$ cat src/hw/rtl/lrgd_pkg.sv
// Shared types, codes and saturation helpers for the gradient descent trainer.
// No dependencies; the divider, datapath, controller, top level and testbench import it.
package lrgd_pkg;

	// input commands
	localparam logic [1:0] CMD_LOAD  = 2'd0;
	localparam logic [1:0] CMD_TRAIN = 2'd1;
	localparam logic [1:0] CMD_PRED  = 2'd2;

	// configuration register indexes
	localparam int         REG_IDX_W     = 4;
	localparam logic [3:0] REG_DIMS      = 4'd0;
	localparam logic [3:0] REG_ITER_LIM  = 4'd1;
	localparam logic [3:0] REG_BASE_RATE = 4'd2;
	localparam logic [3:0] REG_LOSS_LIM  = 4'd3;

	// register reset values
	localparam logic [3:0]  RST_DIMS      = 4'd2;
	localparam logic [15:0] RST_ITER_LIM  = 16'd1000;
	localparam logic [16:0] RST_BASE_RATE = 17'd6554;
	localparam logic [30:0] RST_LOSS_LIM  = 31'd6554;

	// learning rate decay: rate = base * SCALE / (SCALE + iteration)
	localparam int RATE_SCALE = 100;

	// result kinds
	localparam logic KIND_PARAM = 1'b0;
	localparam logic KIND_PRED  = 1'b1;

	// divider dividend width
	localparam int NUM_W = 48;

	// datapath operations
	localparam int         OP_W      = 5;
	localparam logic [4:0] OP_NOP    = 5'd0;
	localparam logic [4:0] OP_LOAD   = 5'd1;
	localparam logic [4:0] OP_PCAP   = 5'd2;
	localparam logic [4:0] OP_PMUL   = 5'd3;
	localparam logic [4:0] OP_PACC   = 5'd4;
	localparam logic [4:0] OP_PEMIT  = 5'd5;
	localparam logic [4:0] OP_TINIT  = 5'd6;
	localparam logic [4:0] OP_RSTART = 5'd7;
	localparam logic [4:0] OP_RLATCH = 5'd8;
	localparam logic [4:0] OP_AMUL   = 5'd9;
	localparam logic [4:0] OP_AACC   = 5'd10;
	localparam logic [4:0] OP_ARES   = 5'd11;
	localparam logic [4:0] OP_BMUL   = 5'd12;
	localparam logic [4:0] OP_BACC   = 5'd13;
	localparam logic [4:0] OP_GDIV   = 5'd14;
	localparam logic [4:0] OP_MLATCH = 5'd15;
	localparam logic [4:0] OP_RMUL   = 5'd16;
	localparam logic [4:0] OP_WUPD   = 5'd17;
	localparam logic [4:0] OP_LDIV   = 5'd18;
	localparam logic [4:0] OP_BUPD   = 5'd19;
	localparam logic [4:0] OP_TEND   = 5'd20;
	localparam logic [4:0] OP_EW     = 5'd21;
	localparam logic [4:0] OP_EB     = 5'd22;

	typedef struct packed {
		logic [1:0]         cmd;
		logic signed [31:0] feature;
		logic signed [31:0] label_value;
		logic               last_feature;
	} in_item_t;

	typedef struct packed {
		logic               kind;
		logic [3:0]         index;
		logic signed [31:0] value;
		logic [15:0]        iterations;
		logic               converged;
		logic               last;
	} out_item_t;

	typedef struct packed {
		logic [REG_IDX_W-1:0] index;
		logic [31:0]          wdata;
	} cfg_wr_t;

	typedef struct packed {
		logic [OP_W-1:0] op;
	} dp_cmd_t;

	typedef struct packed {
		logic i_last;
		logic j_last;
		logic div_done;
		logic out_free;
		logic has_samples;
		logic more_iter;
		logic conv_now;
		logic fin;
	} dp_stat_t;

	function automatic logic signed [47:0] sat48(input logic signed [51:0] v);
		if (v[51:47] == {5{v[51]}})
			return v[47:0];
		return v[51] ? {1'b1, {47{1'b0}}} : {1'b0, {47{1'b1}}};
	endfunction

	function automatic logic signed [31:0] sat32(input logic signed [51:0] v);
		if (v[51:31] == {21{v[51]}})
			return v[31:0];
		return v[51] ? {1'b1, {31{1'b0}}} : {1'b0, {31{1'b1}}};
	endfunction

endpackage

$ cat src/hw/rtl/lrgd_ctrl.sv
// Trainer controller: sequences load, predict, training passes and emission.
// Depends on lrgd_pkg (op codes, command and status structs).
module lrgd_ctrl (
	input  logic               clk,
	input  logic               arst_n,
	input  logic               item_valid,
	input  logic [1:0]         item_cmd,
	output logic               item_ready,
	input  lrgd_pkg::dp_stat_t stat,
	output lrgd_pkg::dp_cmd_t  cmd
);
	import lrgd_pkg::*;

	localparam logic [4:0] S_IDLE   = 5'd0;
	localparam logic [4:0] S_P_MUL  = 5'd1;
	localparam logic [4:0] S_P_ACC  = 5'd2;
	localparam logic [4:0] S_P_OUT  = 5'd3;
	localparam logic [4:0] S_T_INIT = 5'd4;
	localparam logic [4:0] S_T_CHK  = 5'd5;
	localparam logic [4:0] S_R_GO   = 5'd6;
	localparam logic [4:0] S_R_WAIT = 5'd7;
	localparam logic [4:0] S_A_RD   = 5'd8;
	localparam logic [4:0] S_A_MUL  = 5'd9;
	localparam logic [4:0] S_A_ACC  = 5'd10;
	localparam logic [4:0] S_A_RES  = 5'd11;
	localparam logic [4:0] S_B_RD   = 5'd12;
	localparam logic [4:0] S_B_MUL  = 5'd13;
	localparam logic [4:0] S_B_ACC  = 5'd14;
	localparam logic [4:0] S_G_DIV  = 5'd15;
	localparam logic [4:0] S_G_WAIT = 5'd16;
	localparam logic [4:0] S_W_MUL  = 5'd17;
	localparam logic [4:0] S_W_UPD  = 5'd18;
	localparam logic [4:0] S_L_DIV  = 5'd19;
	localparam logic [4:0] S_L_WAIT = 5'd20;
	localparam logic [4:0] S_L_MUL  = 5'd21;
	localparam logic [4:0] S_L_UPD  = 5'd22;
	localparam logic [4:0] S_T_END  = 5'd23;
	localparam logic [4:0] S_E_W    = 5'd24;
	localparam logic [4:0] S_E_B    = 5'd25;

	logic [4:0] state_q, state_nx;

	always_comb begin
		state_nx   = state_q;
		cmd.op     = OP_NOP;
		item_ready = 1'b0;
		case (state_q)
			S_IDLE: begin
				item_ready = 1'b1;
				if (item_valid) begin
					case (item_cmd)
						CMD_LOAD:  cmd.op = OP_LOAD;
						CMD_TRAIN: state_nx = S_T_INIT;
						CMD_PRED: begin
							cmd.op   = OP_PCAP;
							state_nx = S_P_MUL;
						end
						default: ;
					endcase
				end
			end
			S_P_MUL: begin
				cmd.op   = OP_PMUL;
				state_nx = S_P_ACC;
			end
			S_P_ACC: begin
				cmd.op   = OP_PACC;
				state_nx = stat.fin ? S_P_OUT : S_IDLE;
			end
			S_P_OUT: if (stat.out_free) begin
				cmd.op   = OP_PEMIT;
				state_nx = S_IDLE;
			end
			S_T_INIT: begin
				cmd.op   = OP_TINIT;
				state_nx = S_T_CHK;
			end
			S_T_CHK: state_nx = (stat.has_samples && stat.more_iter) ? S_R_GO : S_T_END;
			S_R_GO: begin
				cmd.op   = OP_RSTART;
				state_nx = S_R_WAIT;
			end
			S_R_WAIT: if (stat.div_done) begin
				cmd.op   = OP_RLATCH;
				state_nx = S_A_RD;
			end
			S_A_RD: state_nx = S_A_MUL;
			S_A_MUL: begin
				cmd.op   = OP_AMUL;
				state_nx = S_A_ACC;
			end
			S_A_ACC: begin
				cmd.op   = OP_AACC;
				state_nx = stat.j_last ? S_A_RES : S_A_RD;
			end
			S_A_RES: begin
				cmd.op   = OP_ARES;
				state_nx = stat.i_last ? S_B_RD : S_A_RD;
			end
			S_B_RD: state_nx = S_B_MUL;
			S_B_MUL: begin
				cmd.op   = OP_BMUL;
				state_nx = S_B_ACC;
			end
			S_B_ACC: begin
				cmd.op   = OP_BACC;
				state_nx = stat.i_last ? S_G_DIV : S_B_RD;
			end
			S_G_DIV: begin
				cmd.op   = OP_GDIV;
				state_nx = S_G_WAIT;
			end
			S_G_WAIT: if (stat.div_done) begin
				cmd.op   = OP_MLATCH;
				state_nx = S_W_MUL;
			end
			S_W_MUL: begin
				cmd.op   = OP_RMUL;
				state_nx = S_W_UPD;
			end
			S_W_UPD: begin
				cmd.op   = OP_WUPD;
				state_nx = stat.j_last ? S_L_DIV : S_B_RD;
			end
			S_L_DIV: begin
				cmd.op   = OP_LDIV;
				state_nx = S_L_WAIT;
			end
			S_L_WAIT: if (stat.div_done) begin
				cmd.op   = OP_MLATCH;
				state_nx = S_L_MUL;
			end
			S_L_MUL: begin
				cmd.op   = OP_RMUL;
				state_nx = S_L_UPD;
			end
			S_L_UPD: begin
				cmd.op = OP_BUPD;
				if (stat.conv_now || !stat.more_iter)
					state_nx = S_T_END;
				else
					state_nx = S_R_GO;
			end
			S_T_END: begin
				cmd.op   = OP_TEND;
				state_nx = S_E_W;
			end
			S_E_W: if (stat.out_free) begin
				cmd.op   = OP_EW;
				state_nx = stat.j_last ? S_E_B : S_E_W;
			end
			S_E_B: if (stat.out_free) begin
				cmd.op   = OP_EB;
				state_nx = S_IDLE;
			end
			default: state_nx = S_IDLE;
		endcase
	end

	always_ff @(posedge clk or negedge arst_n) begin
		if (!arst_n)
			state_q <= S_IDLE;
		else
			state_q <= state_nx;
	end

`ifndef SYNTH
	a_wait_div: assert property (@(posedge clk) disable iff (!arst_n)
		(state_q == S_R_WAIT && !stat.div_done) |=> state_q == S_R_WAIT)
		else $error("left rate wait before divider finished");
	a_emit_hold: assert property (@(posedge clk) disable iff (!arst_n)
		(state_q == S_E_B && !stat.out_free) |=> state_q == S_E_B)
		else $error("bias emission skipped while output busy");
	a_train_go: assert property (@(posedge clk) disable iff (!arst_n)
		(state_q == S_IDLE && item_valid && item_cmd == CMD_TRAIN) |=> state_q == S_T_INIT)
		else $error("train command not started");
`endif
endmodule

$ cat config.mk
export PLATFORM = sky130hd
export DESIGN_NAME = lrgd_ctrl
export DESIGN_NICKNAME = d
export VERILOG_FILES = /design/src/hw/rtl/lrgd_pkg.sv /design/src/hw/rtl/lrgd_ctrl.sv
export SDC_FILE = /design/constraint.sdc
export NUM_CORES = 1
export LEC_CHECK = 0
export CORE_MARGIN = 4
export CORE_UTILIZATION = 60
export CTS_CLUSTER_SIZE = 20
export DETAILED_ROUTE_END_ITERATION = 10
export DONT_BUFFER_PORTS = 1
export MAX_ROUTING_LAYER = met4
export PLACE_DENSITY = 0.83
export REMOVE_ABC_BUFFERS = 1
export SLEW_MARGIN = 20
export SYNTH_ARGS = -nofsm -noshare
export SYNTH_HDL_FRONTEND = slang
export SYNTH_SLANG_ARGS = --single-unit
$ cat constraint.sdc
create_clock -name clk -period 4.9 [get_ports clk]
set_input_delay 0.735 -clock clk [delete_from_list [all_inputs] [get_ports clk]]
set_output_delay 0.735 -clock clk [all_outputs]
set_load 0.02 [all_outputs]
==> results.cfg, run 1 <==
[route]
ant_nets = 0
vias = 903
first_pass_iters = 4
viasPerCell = 7.167
drt_wl_total_microns = 2032
route.detailed.drc = 0
post_drt_wl_per_cell_microns = 16.13
drt_iter0_markers = 42

[worst_setup_path]
worstPathArrival_ps = 2450
r2r_slack_ps = 2750
required_ps = 4160
worstSetupPathType = reg -> out
r2r_cells = 4
cp_max_fo = 26
crit_chain = nor3_1 -> and2_1 -> nand2_1 -> o32a_1 -> o21ai_0
worstSetupStartpointType = flip-flop
cp-startpoint = state_q[3]
crit_path_max_incr_delay_ps = 670
r2r-start = state_q[4]
crit_slowest_cell = dfrtp_1
crit_path_end_kind = output pin

[yosys]
synth_top_area_cell = dfrtp_1
avgSynthCellArea_sq_um = 7.030
synth_top_area_share_pct = 15.08
async_reset_ff_share_pct = 100.0
synth-edff-count = 0
ys.flop_type = dfrtp_1
synthesis.instances = 118
synth_area_sq_um = 829.5
yosys_warnings = 0
yosysSeqAreaShare_pct = 15.08
synth.area.top_cells = dfrtp_1 15%, o21ai_0 6.6%, nand2_1 5.0%
synth.distinct_cells = 45
ys_top_cells_by_count = 11 x nand2_1, 11 x nor2_1, 11 x o21ai_0
ys_ff_latch = 5

[sta]
setup_viol = 0
fin_setup_tns_ps = 0
maxSlewHeadroom_pct = 45.37
grt_setup_unrepaired = no
tightest_slew_ps = 819.5
min_period_ps = 3185
skew_ps = 2.426
period_share_pct = 65.00
final-hold-violation-count = 0
timing.fmax_mhz = 314.0
slew_viol_final = 0
worst_hold_slack_ps = 183.7

[floorplan]
die_h_microns = 45.19
rows = 13
die_w_microns = 45.19
core_sq_um = 1301
die_area_sq_um = 2042
floorplan.initialDensity_pct = 63.75
io_pins = 19

[pwr]
p_sw_share_pct = 57.38
power_frac_seq_pct = 26.8
power_uw = 624.2
p_int_uw = 266.0
irDropWorstVdd_v = 0.0004248
p_sw_uw = 358.2
combPwrFrac_pct = 65.3
p_clk_share_pct = 7.9
p_leak_uw = 0.0003024
powerDensity_nw_per_um2 = 761.7

[clock_tree]
numCtsBuffers = 3
hold_buffers = 0
clkTransAtPathRegs_ps = 50
cts-root-buf = clkbuf_4
clock_sinks = 5
cts_tree = yes
cts.repair.resized = 0
clock_latency_ps = 240
cts_setup_buffers = 0
cts_max_level = 1
clock_path_buffers = 2

[layout]
n_antenna_cell = 0
drive_above_1_share_pct = 8.108
largest-register = state_q
top_regs = state_q: 5 flops
nets = 125
largest_reg_flops = 5
num-fill-cells = 120
utilization_pct = 62.98
syn2layout_area_growth_pct = -1.207

[global_routing]
grt_first_pass_wirelength_microns = 3367
grt_pass1_vias = 797
antenna_found_initial = 0
grtUsageTotal_pct = 22.61
grt.overflow.total = 0
grt_max_degree = 30

[place]
port_buffers = 0
gp_congestion = 0.9227
dp_hpwl_microns = 1412

[run_status]
status = finished clean

[run]
drv_cap = 0

[worst_hold_path]
hold_class = in -> async
cell usage in the layout, fill, tap and decap left out, types with 3 or more instances in the layout:
cell type  instances
a21oi_1            3
nor2b_1            3
a31oi_1            4
a32oi_1            4
a211o_1            3
inv_1              5
nand2b_1           5
nand3_1            4
nor2_1            11
clkbuf_4           3
o21ai_0           11
nand2_1           11
dfrtp_1            5
worst max-delay path, delay by kind of cell, from the launching register on:
| family | cells | cell delay [ps] |
|---|---|---|
| and+or+nand+nor | 3 | 990 |
| DFF | 1 | 670 |
| AOI/OAI and AO/OA | 2 | 540 |
metrics by stage:
step                cell area (sq um)  setup WS, ps  cells
floorplan                       774.5          2298    107
global placement                793.3          2033    122
detailed placement              793.3          2002    122
CTS                             819.5          1735    126
global route                    819.5          1536    126
finish                          819.5          1715    126
layout make-up:
| type | count | area, sq um | share of cell area (%) |
|---|---|---|---|
| inverters | 6 | 22.52 | 2.748 |
| well taps | 15 | 18.77 | 2.290 |
| flip-flops and latches | 5 | 125.1 | 15.27 |
| clock buffers | 4 | 26.28 | 3.206 |
| multi-input cells | 96 | 626.9 | 76.49 |
worst paths after layout:
kind | end
max | cmd[0]
min | state_q[2]
max reg2reg | state_q[2]
min reg2reg | state_q[0]
max in group asynchronous | state_q[0]
min in group clk | state_q[1]
power by group through the flow:
stage	clock [uW]	combinational [uW]	sequential, uW
finish	49.0	408	167
CTS	50.5	403	164
global placement	0	399	162
global route	56.4	447	177
detailed placement	0	402	164
floorplan	0	349	134
routing by layer:
layer	up-vias	GRT usage [%]	part of all wire, %
li1	433	-	-
met1	408	30.43	45
met2	56	32.77	44
met3	6	7.968	10
met4	0	4.094	0.79
met5	-	-	0
kinds of logic (layout without fill, tap and decap cells):
family,Yosys count,after routing,synth area share [%]
buf+inv,17,10,9.352
compound gates,47,47,42.69
flops,5,5,15.08
mux,2,2,3.016
xor+xnor,1,1,1.056
simple gates,46,46,28.81
(Power assumes the default switching activity.)
==> inputs of run 2 (changes only) <==
--- a/config.mk
+++ b/config.mk
@@ -6,12 +6,12 @@
 export NUM_CORES = 1
 export LEC_CHECK = 0
 export CORE_MARGIN = 4
-export CORE_UTILIZATION = 60
+export CORE_UTILIZATION = 55
 export CTS_CLUSTER_SIZE = 20
 export DETAILED_ROUTE_END_ITERATION = 10
 export DONT_BUFFER_PORTS = 1
 export MAX_ROUTING_LAYER = met4
-export PLACE_DENSITY = 0.83
+export PLACE_DENSITY = 0.8
 export REMOVE_ABC_BUFFERS = 1
 export SLEW_MARGIN = 20
 export SYNTH_ARGS = -nofsm -noshare
==> constraint.sdc (replaced) <==
create_clock -name clk -period 2.8 [get_ports clk]
set_input_delay 0.42 -clock clk [delete_from_list [all_inputs] [get_ports clk]]
set_output_delay 0.42 -clock clk [all_outputs]
set_load 0.02 [all_outputs]
==> run 2 against run 1 <==
  * Clock skew is 0.74 ps higher
  * Worst hold slack better by 180 ps
  * Final area is 5.8% higher
  * Highest routed layer is now met3
  * Largest cell class unchanged
  * Via count is 2.8% higher
  * Critical path depth is 1 lower
==> results.cfg, run 2 (synthesized netlist as in run 1, its figures left out) <==
[sta]
fin_setup_tns_ps = 0
period_share_pct = 91.12
min_period_ps = 2551
tightest_slew_ps = 663.1
skew_ps = 3.169
final-hold-violation-count = 0
slew_viol_final = 0
setup_slack_ps = 248.7
timing.fmax_mhz = 392.0
maxSlewHeadroom_pct = 55.33
grt_setup_unrepaired = no
setup_viol = 0

[global_routing]
grt_first_pass_wirelength_microns = 3774
grtUsageTotal_pct = 24.00
antenna_found_initial = 0
grt_pass1_vias = 825
grt_max_degree = 22
grt.overflow.total = 0

[floorplan]
floorplan.initialDensity_pct = 60.71
die_area_sq_um = 2194
die_w_microns = 46.84
rows = 13
die_h_microns = 46.84
core_sq_um = 1366
io_pins = 19

[worst_setup_path]
critPathCapture = cmd[0]
crit_chain = nor2_1 -> a31oi_1 -> a2bb2oi_1 -> o21ai_0
worstPathArrival_ps = 2130
crit_slowest_cell = dfrtp_1
worstSetupPathType = reg -> out
r2r_cells = 4
cp-startpoint = state_q[1]
worstSetupStartpointType = flip-flop
r2r_slack_ps = 680
required_ps = 2380
r2r_end = state_q[2]
cp_max_fo = 21
crit_path_max_incr_delay_ps = 590
r2r-start = state_q[1]
crit_path_end_kind = output pin

[route]
first_pass_iters = 4
drt_iter0_markers = 52
drt_wl_total_microns = 2255
route.detailed.drc = 0
vias = 928
viasPerCell = 7.030
ant_nets = 0
post_drt_wl_per_cell_microns = 17.08

[layout]
drive_above_1_share_pct = 11.97
nets = 131
multiInputGateArea_sq_um = 626.9
num-fill-cells = 137
utilization_pct = 63.46
syn2layout_area_growth_pct = 4.525
top_regs = state_q: 5 flops
largest-register = state_q
largest_reg_flops = 5
n_antenna_cell = 0
ff_latch_area_sq_um = 125.1
final_cell_mix = 11 x nor2_1, 11 x o21ai_0, 11 x nand2_1

[pwr]
irDropWorstVdd_v = 0.0005259
powerDensity_nw_per_um2 = 1331
power_uw = 1154
p_leak_uw = 0.0003321

[clock_tree]
cts-root-buf = clkbuf_4
cts_setup_buffers = 0
cts.repair.resized = 0
clock_sinks = 5
cts_tree = yes
cts_max_level = 1
clock_path_buffers = 2
clock_latency_ps = 240
clkTransAtPathRegs_ps = 40
numCtsBuffers = 3
hold_buffers = 1

[worst_hold_path]
hold_class = in -> reg

[place]
preCtsSetupSlack_ps = 514.4
gp_congestion = 0.8940
dp_hpwl_microns = 1629
port_buffers = 0

[run]
drv_cap = 0

[run_status]
status = finished clean
## run 2: cell types whose count changed in the layout (fill, tap and decap cells not counted), sizes merged
cell / delta
dlygate4sd3: +1
buf: +5
## run 2: metal layers
layer  up-vias  part of all wire, %  GRT usage (%)  routed length [microns]
li1        444                    -              -                        -
met1       428                   43          32.35                      971
met4         0                    0         0.5525                        0
met3         0                  9.4          5.364                      211
met5         -                    0              -                        0
met2        56                   48          38.75                     1072
## run 2: worst max-delay path: cells and delay by family (launching register included)
kind               cells  cell delay, ps
AOI/OAI and AO/OA      3             840
DFF                    1             590
and+or+nand+nor        1             460
## run 2: report_power, final
group	switching, uW	internal, uW
clock network	27.9	53.8
registers	125	108
logic	495	345
total	647	507
## run 2: final cells by class
class / instances / area share [%]
clock buffer: 4 / 3.030
inverter: 6 / 2.597
multi-input combinational: 96 / 72.29
sequential: 5 / 14.43
tap: 15 / 2.165
timing repair buffer: 6 / 5.483
## run 2: metrics by stage
| stage | hold slack [ps] | area, sq um | instances |
|---|---|---|---|
| after floorplan | 124.4 | 774.5 | 107 |
| after global placement | 124.5 | 830.8 | 127 |
| after detailed placement | 124.5 | 830.8 | 127 |
| final | 362.4 | 867.1 | 132 |
| after CTS | 350.8 | 867.1 | 132 |
| after global routing | 349.4 | 867.1 | 132 |
## run 2: worst min-delay path by stage
stage | from | to | slack (ps) | cells past startpoint
2_1_floorplan | arst_n | state_q[0] | 120 | 0
3_3_place_gp | arst_n | state_q[0] | 120 | 0
3_5_place_dp | arst_n | state_q[4] | 120 | 0
4_1_cts | stat[0] | state_q[1] | 350 | 2
5_1_grt | stat[0] | state_q[1] | 350 | 2
6_report | stat[0] | state_q[1] | 360 | 2
==> inputs of run 3 (changes only) <==
==> constraint.sdc (replaced) <==
create_clock -name clk -period 2.8 [get_ports clk]
set_input_delay 0.42 -clock clk [delete_from_list [all_inputs] [get_ports clk]]
set_output_delay 0.42 -clock clk [all_outputs]
set_load 0.01 [all_outputs]
==> run 3 against run 2 <==
  * Total power is 5.1% lower
  * Die area stayed put
  * Sequential share of layout area is 0.13 points higher
  * Critical path depth is 1 higher
  * Non-clock buffer count is 1 lower
  * Via count is 0.86% lower
  * Combinational power is 5.6% lower
  * First-iteration DRC count is 21% lower
  * Clock skew is 1.4 ps lower
  * Highest routed layer unchanged
==> results.cfg, run 3 (synthesized netlist as in run 1, its figures left out) <==
[sta]
maxSlewHeadroom_pct = 58.86
tightest_slew_ps = 617.0
skew_ps = 1.802
final-hold-violation-count = 0
grt_setup_unrepaired = no
slew_viol_final = 0
period_share_pct = 90.26
setup_viol = 0
fin_setup_tns_ps = 0
timing.fmax_mhz = 395.7
min_period_ps = 2527

[layout]
stdcell_count = 131
largest-register = state_q
top_regs = state_q: 5 flops
largest_reg_flops = 5
n_antenna_cell = 0
nets = 130
final_cell_mix = 11 x nor2_1, 11 x o21ai_0, 11 x nand2_1
syn2layout_area_growth_pct = 3.620
drive_above_1_share_pct = 11.21

[worst_setup_path]
worstSetupStartpointType = flip-flop
r2r_cells = 4
required_ps = 2380
worstPathArrival_ps = 2110
r2r_end = state_q[2]
crit_path_end_kind = output pin
r2r-start = state_q[0]
cp_max_fo = 14
r2r_slack_ps = 820
worstSetupPathType = reg -> out

[route]
post_drt_wl_per_cell_microns = 17.03
viasPerCell = 7.023
first_pass_iters = 4
ant_nets = 0
route.detailed.drc = 0
drt_iter0_markers = 41
vias = 920
drt_wl_total_microns = 2231

[clock_tree]
numCtsBuffers = 3
clock_sinks = 5
clock_latency_ps = 240
cts_tree = yes
clkTransAtPathRegs_ps = 40
clock_path_buffers = 2
cts_max_level = 1
cts_setup_buffers = 0
cts-root-buf = clkbuf_4
cts.repair.resized = 0

[floorplan]
io_pins = 19
die_h_microns = 46.84
rows = 13
die_w_microns = 46.84
die_area_sq_um = 2194
floorplan.initialDensity_pct = 60.71
core_sq_um = 1366

[run]
drv_cap = 0

[global_routing]
grt.overflow.total = 0
antenna_found_initial = 0
grt_first_pass_wirelength_microns = 3546
grt_pass1_vias = 833
grt_max_degree = 29
grtUsageTotal_pct = 22.14

[place]
gp_congestion = 0.8819
port_buffers = 0
dp_hpwl_microns = 1540
dp_cells = 126

[worst_hold_path]
hold_class = in -> reg
whs_endpoint = state_q[1]
hold_path_startpoint = stat[0]
worstHoldPathCells = 2

[pwr]
irDropWorstVdd_v = 0.0005397
powerDensity_nw_per_um2 = 1275
p_leak_uw = 0.0003269

[run_status]
status = finished clean
==> run 3: cell types whose count changed in the layout (fill, tap and decap cells not counted), sizes merged <==
| cell | before | now |
|---|---|---|
| buf | 5 | 4 |
==> run 3: per-stage QoR <==
step / instance area [sq um] / worst slack [ps] / total power [uW] / hold slack (ps) / utilization, %
after floorplan: 774.5 / 655.7 / 798.4 / 124.4 / -
after global placement: 823.3 / 645.3 / 977.3 / 124.5 / 60.26
after detailed placement: 823.3 / 585.7 / 995.8 / 124.5 / 60.26
after CTS: 859.6 / 308.8 / 1086 / 330.8 / 62.91
after global routing: 859.6 / 187.0 / 1195 / 354.8 / 62.91
final: 859.6 / 272.8 / 1096 / 331.9 / 62.91
==> run 3: layer usage <==
layer / up-vias / GRT usage, % / wire length, microns
li1: 443 / - / -
met1: 434 / 27.95 / 994
met2: 43 / 37.67 / 1031
met3: 0 / 4.598 / 206
met4: 0 / 1.657 / 0
met5: - / - / 0
==> run 3: layout make-up <==
| cell class | count | area, sq um |
|---|---|---|
| Fill cell | 143 | 506.7 |
| Inverter | 6 | 22.52 |
| Timing Repair Buffer | 5 | 40.04 |
| Multi-Input combinational cell | 96 | 626.9 |
| Clock buffer | 4 | 26.28 |
| Sequential cell | 5 | 125.1 |
| Tap cell | 15 | 18.77 |
==> run 3: worst max path at each step <==
stage          startpoint     end  cells after the start
2_1_floorplan  state_q[3]  cmd[2]                      5
3_3_place_gp   state_q[3]  cmd[0]                      5
3_5_place_dp   state_q[3]  cmd[0]                      5
4_1_cts        state_q[3]  cmd[0]                      5
5_1_grt        state_q[3]  cmd[0]                      5
6_report       state_q[3]  cmd[0]                      5
==> run 3: power by group <==
part,switching [uW],internal [uW]
Combinational,454,338
Clock,30.2,53.9
Sequential,111,108
Total,596,500
==> run 3: worst max-delay path: stages (launching register included) <==
cell	delay, ps
dfrtp_1	560
nor3_1	490
and2_1	280
nand2_1	100
o32a_1	280
o21ai_0	160
==> run 3: repair_timing <==
action	CTS	global route
hold buffers	1	0
setup endpoints to repair	0	0
endpoints found under the hold margin	5	0
